$ cat config.mk
export PLATFORM = sky130hd
export DESIGN_NAME = dhoat_ctrl
export DESIGN_NICKNAME = d
export VERILOG_FILES = /design/src/rtl/dhoat_pkg.sv /design/src/rtl/dhoat_ctrl.sv
export SDC_FILE = /design/constraint.sdc
export NUM_CORES = 1
export LEC_CHECK = 0
export ABC_AREA = 1
export BUFFER_PORTS_ARGS = -buffer_cell sky130_fd_sc_hd__buf_4
export CAP_MARGIN = 20
export CORE_AREA = 4 4 41 43
export DETAILED_ROUTE_END_ITERATION = 10
export DIE_AREA = 0 0 45 47
export PLACE_DENSITY = 0.59
export SYNTH_ARGS = -nofsm -noshare
export SYNTH_HDL_FRONTEND = slang
export SYNTH_SLANG_ARGS = --single-unit
$ cat constraint.sdc
create_clock -name clk -period 1.35 [get_ports clk]
set_clock_uncertainty 0.05 [all_clocks]
set_input_delay 0.0675 -clock clk [delete_from_list [all_inputs] [get_ports clk]]
set_output_delay 0.0675 -clock clk [all_outputs]
set_load 0.05 [all_outputs]
$ cat src/rtl/dhoat_pkg.sv
// Shared types, codes and constants for the double-hashing open-address table.
// Used by dhoat_ctrl, dhoat_dp and double_hash_open_address_table.
// No dependencies.
package dhoat_pkg;

  // Default parameter values
  localparam int DEFAULT_TABLE_DEPTH  = 1024;
  localparam int DEFAULT_PAYLOAD_BITS = 32;

  // Fixed field widths
  localparam int OPCODE_W   = 2;
  localparam int KEY_W      = 64;
  localparam int CODE_W     = 24;
  localparam int DATA_W     = 32;
  localparam int STATUS_W   = 2;
  localparam int CNT_OUT_W  = 11;
  localparam int HEAVY_W    = 20;
  localparam int SUM_W      = 32;
  localparam int TSIZE_W    = 11;
  localparam int PRIME_W    = 10;
  localparam int STEP_W     = 11;
  localparam int CFG_IDX_W  = 2;
  localparam int CFG_DATA_W = 11;
  localparam int DIV_CNT_W  = 7;

  // Probe arithmetic and statistics constants
  localparam int STEP_BASE   = 10;
  localparam int HEAVY_LIMIT = 10;
  localparam int SIZE_MIN    = 3;

  // Register reset values
  localparam logic [TSIZE_W-1:0] TSIZE_RESET = 11'd1021;
  localparam logic [PRIME_W-1:0] PRIME_RESET = 10'd1019;

  // Register indexes
  localparam logic [CFG_IDX_W-1:0] REG_TABLE_SIZE = 2'd0;
  localparam logic [CFG_IDX_W-1:0] REG_STEP_PRIME = 2'd1;

  // Operation codes
  localparam logic [OPCODE_W-1:0] OP_INSERT = 2'd0;
  localparam logic [OPCODE_W-1:0] OP_DELETE = 2'd1;
  localparam logic [OPCODE_W-1:0] OP_LOOKUP = 2'd2;

  // Result status codes
  localparam logic [STATUS_W-1:0] ST_OK        = 2'd0;
  localparam logic [STATUS_W-1:0] ST_DUPLICATE = 2'd1;
  localparam logic [STATUS_W-1:0] ST_NOT_FOUND = 2'd2;
  localparam logic [STATUS_W-1:0] ST_FULL      = 2'd3;

  // Slot states
  localparam logic [1:0] SLOT_FREE = 2'd0;
  localparam logic [1:0] SLOT_USED = 2'd1;
  localparam logic [1:0] SLOT_GONE = 2'd2;

  typedef enum logic [3:0] {
    S_CLEAR,
    S_IDLE,
    S_DIVIDE,
    S_STEP_LOAD,
    S_STEP_DIV,
    S_PROBE_SETUP,
    S_PROBE_RD,
    S_PROBE_EV,
    S_DONE
  } state_t;

  // Controller to datapath
  typedef struct packed {
    logic clr_en;
    logic accept;
    logic div_run;
    logic mod_load;
    logic pos_init;
    logic eval;
    logic out_load;
  } cmd_t;

  // Datapath to controller
  typedef struct packed {
    logic clr_last;
    logic div_last;
    logic hit_stop;
    logic op_none;
    logic out_free;
  } sts_t;

endpackage

$ cat src/rtl/dhoat_ctrl.sv
// Sequencer for the hash table: clearing pass, division, probe loop, result hand-off.
// Depends on dhoat_pkg.
module dhoat_ctrl (
  input  logic            clk,
  input  logic            rst_n,
  input  logic            in_valid,
  output logic            in_ready,
  input  dhoat_pkg::sts_t sts,
  output dhoat_pkg::cmd_t cmd
);
  import dhoat_pkg::*;

  state_t state_r, state_nxt;

  // State register
  always_ff @(posedge clk) begin
    if (!rst_n) begin
      state_r <= S_CLEAR;
    end else begin
      state_r <= state_nxt;
    end
  end

  // Next state
  always_comb begin
    state_nxt = state_r;
    case (state_r)
      S_CLEAR:       if (sts.clr_last) state_nxt = S_IDLE;
      S_IDLE:        if (in_valid) state_nxt = sts.op_none ? S_DONE : S_DIVIDE;
      S_DIVIDE:      if (sts.div_last) state_nxt = S_STEP_LOAD;
      S_STEP_LOAD:   state_nxt = S_STEP_DIV;
      S_STEP_DIV:    if (sts.div_last) state_nxt = S_PROBE_SETUP;
      S_PROBE_SETUP: state_nxt = S_PROBE_RD;
      S_PROBE_RD:    state_nxt = S_PROBE_EV;
      S_PROBE_EV:    state_nxt = sts.hit_stop ? S_DONE : S_PROBE_RD;
      S_DONE:        if (sts.out_free) state_nxt = S_IDLE;
      default:       state_nxt = S_CLEAR;
    endcase
  end

  // Commands
  always_comb begin
    cmd      = '0;
    in_ready = 1'b0;
    case (state_r)
      S_CLEAR:       cmd.clr_en = 1'b1;
      S_IDLE: begin
        in_ready   = 1'b1;
        cmd.accept = in_valid;
      end
      S_DIVIDE:      cmd.div_run = 1'b1;
      S_STEP_LOAD:   cmd.mod_load = 1'b1;
      S_STEP_DIV:    cmd.div_run = 1'b1;
      S_PROBE_SETUP: cmd.pos_init = 1'b1;
      S_PROBE_RD:    cmd = '0;
      S_PROBE_EV:    cmd.eval = 1'b1;
      S_DONE:        cmd.out_load = sts.out_free;
      default:       cmd = '0;
    endcase
  end

endmodule

==> results.py <==
metrics = {
    "layout": {
        "instances_no_fill": 102,
        "largest_reg_flops": 4,
        "num_antenna_cells": 0,
        "n_fill_cell": 156,
        "fin_nets": 97,
        "area_growth_pct": 58.5,
        "reg.largest.list": "state_r: 4 flops",
        "top_register": "state_r",
        "drive_gt1_share_pct": 43.7,
    },
    "critical_path": {
        "cpLargestDelayFamily": "flip-flops",
        "cp_slowest_cell": "dfxtp_2",
        "crit_required_ps": 1230,
        "critical_path.startpoint": "state_r[3]$_SDFFE_PN0P_",
        "critical_path.startpoint_type": "flip-flop",
        "cp_data_arrival_time_ps": 1150,
        "crit_buf_inv": 2,
        "crit_fanout": 4,
        "critPathKind": "flip-flop to output pin",
        "setup.worst_path.end_class": "output pin",
        "r2r_start": "state_r[3]$_SDFFE_PN0P_",
        "crit_chain": "inv_1 -> nand2_1 -> nor3_2 -> buf_4",
        "cp_slowest_stage_delay_ps": 350,
    },
    "floorplan": {
        "start_util_pct": 28.3,
        "ios": 16,
        "die_h_um": 47,
        "die-area_sq_um": 2120,
        "row_count": 13,
        "die_width_um": 45,
        "coreArea_sq_um": 1300,
    },
    "timing": {
        "hold_ws_ps": 40.4,
        "tightest_slew_ps": 192,
        "setup_viol": 0,
        "fin_crit_sh_pct": 94.1,
        "slew_viol_final": 0,
        "max_clock_freq_mhz": 787,
        "slew_headroom_pct": 87.2,
        "rsz0062_at_grt": "yes",
        "hold_violations": 0,
        "period_minus_slack_ps": 1270,
    },
    "global_routing": {
        "antenna_found_initial": 0,
        "track_usage_pct": 10.6,
        "first_global_vias": 412,
        "grt_pass1_wl_mm": 1.66,
        "grt_max_degree": 7,
        "overflow": 0,
    },
    "synth": {
        "synthCells": 69,
        "yosysTopAreaCellShare_pct": 21.8,
        "async_flop_share_pct": 0,
        "ys_types": 14,
        "ys_ff_latch": 4,
        "ys_top_cells_by_count": "nand2_1, inv_1, nor2_1",
        "synth.most_common_cell": "nand2_1",
        "yosys-top-cells-area": "dfxtp_1, nand2_1, inv_1, nor2_1, nand3_1",
        "syn-mean-instance-area_sq_um": 5.33,
        "synth_fp_nets": 77,
        "ys_seq_area_share_pct": 21.8,
        "syn_area_sq_um": 368,
        "synth_edf_count": 0,
        "ys.flop_type": "dfxtp_1",
        "yosysWarnings": 0,
        "synth_largest_area_cell": "dfxtp_1",
    },
    "clock_network": {
        "cts_tree": "yes",
        "clkTransAtPathRegs_ps": 40,
        "cts-root-buf": "clkbuf_4",
        "ctsLongestPathBuffers": 2,
        "cts_max_level": 1,
        "clock_sinks": 4,
        "cts_buffers": 3,
        "worstSkewPairLatency_ps": 230,
    },
    "route": {
        "ant_nets": 0,
        "drt-initial-drc-count": 5,
        "vias": 458,
        "avgViaCountPerCell": 4.49,
        "dr.pass1.iters": 4,
        "drc": 0,
        "wl_per_cell_um": 9.80,
        "drt_wl_total_mm": 1.00,
    },
    "worst_hold_path": {
        "min_path_type": "input port to flip-flop",
        "hp-start": "rst_n",
    },
    "pwr": {
        "seqPwrFrac_pct": 19.3,
        "power_leakage_uw": 0.000320,
        "p_int_uw": 597,
        "pwr-share-clk_pct": 10.6,
        "power_density_nw_per_um2": 2370,
        "switching_share_pct": 56.9,
        "p_sw_uw": 787,
        "combPwrFrac_pct": 70.1,
        "ir_drop_mv": 0.747,
    },
    "placed_design": {
        "routabilityCongestion": 0.827,
        "dpl.cell_count": 99,
        "dp_hpwl_um": 808,
        "port-buffer-count": 15,
    },
    "job": {
        "maxCapViolCount": 0,
    },
    "outcome": {
        "outcome": "finished clean",
    },
}
-- logic make-up (layout without fill, tap and decap cells) --
logic type             after synthesis  in the layout  synth area share [%]
and+or+nand+nor                     44             44                  54.4
buffers and inverters               16             34                  16.3
DFF                                  4              4                  21.8
AOI/OAI and AO/OA                    5              5                  7.48
-- timing repair --
item | CTS | global route
endpoints found under the setup margin | 4 | 7
pin swaps | 0 | 0
buffers inserted | 0 | 0
hold buffers | 0 | 0
resized for setup | 5 | 9
-- per-layer routing --
metal / vias to the layer above / GRT usage [%] / wire length (um)
met5: - / 0 / 0
met1: 198 / 14.5 / 458
met4: 0 / 0 / 0
li1: 247 / - / -
met2: 13 / 16.4 / 479
met3: 0 / 4.60 / 61
-- power groups by stage --
stage          clock [uW]  sequential (uW)  combinational (uW)
2_1_floorplan           0              215                 714
3_3_place_gp            0              230                 931
3_5_place_dp            0              229                 921
4_1_cts               155              242                 931
5_1_grt               167              282                1060
6_report              147              267                 970
-- through the flow --
| step | total power [uW] | instance area, sq um | setup slack, ps | TNS [ps] | utilization (%) |
|---|---|---|---|---|---|
| finish | 1380 | 583 | 79.7 | 0 | 44.8 |
| global route | 1510 | 583 | -22.8 | -34.7 | 44.8 |
| CTS | 1330 | 553 | 7.91 | 0 | 42.5 |
| detailed placement | 1150 | 519 | 63.9 | 0 | 39.9 |
| global placement | 1160 | 519 | 12.1 | 0 | 39.9 |
| floorplan | 929 | 388 | -118 | -238 | - |
-- worst paths after layout --
check / end / slack, ps / cells past startpoint
worst max-delay path: cmd[2] / 80 / 4
worst max register to register: state_r[3]$_SDFFE_PN0P_ / 150 / 8
worst min-delay path: state_r[0]$_SDFFE_PN0P_ / 40 / 3
worst min register to register: state_r[1]$_SDFFE_PN0P_ / 530 / 2
-- worst register-to-register path: stages (launching register included) --
cell      delay, ps
dfxtp_2         390
inv_1           100
nand2_1         140
nor2_2           50
nand2_1          50
o21ai_0          70
nand3b_1        160
nand2_1          60
inv_1            30
-- final cells by class --
type / count / area [sq um] / share of cell area [%]
clock buffer: 3 / 22.5 / 3.86
inverter: 16 / 60.1 / 10.3
timing repair buffer: 15 / 124 / 21.2
multi-input combinational: 49 / 268 / 45.9
sequential: 4 / 90.1 / 15.5
tap: 15 / 18.8 / 3.22
-- cell usage in the layout, fill, tap and decap left out --
master	Yosys	layout
dfxtp_4	0	2
nor3_2	0	2
clkbuf_4	0	3
nand2_1	15	14
buf_4	0	12
nor2_4	1	4
o211ai_1	1	1
a21oi_1	3	3
inv_2	2	2
inv_1	14	14
dfxtp_2	0	2
nand3_1	7	7
o21ai_0	1	1
nor2_2	4	6
nand3b_1	1	1
nor2_1	13	8
buf_6	0	3
nand2_2	1	2
Power figures use the tool's default switching activity.
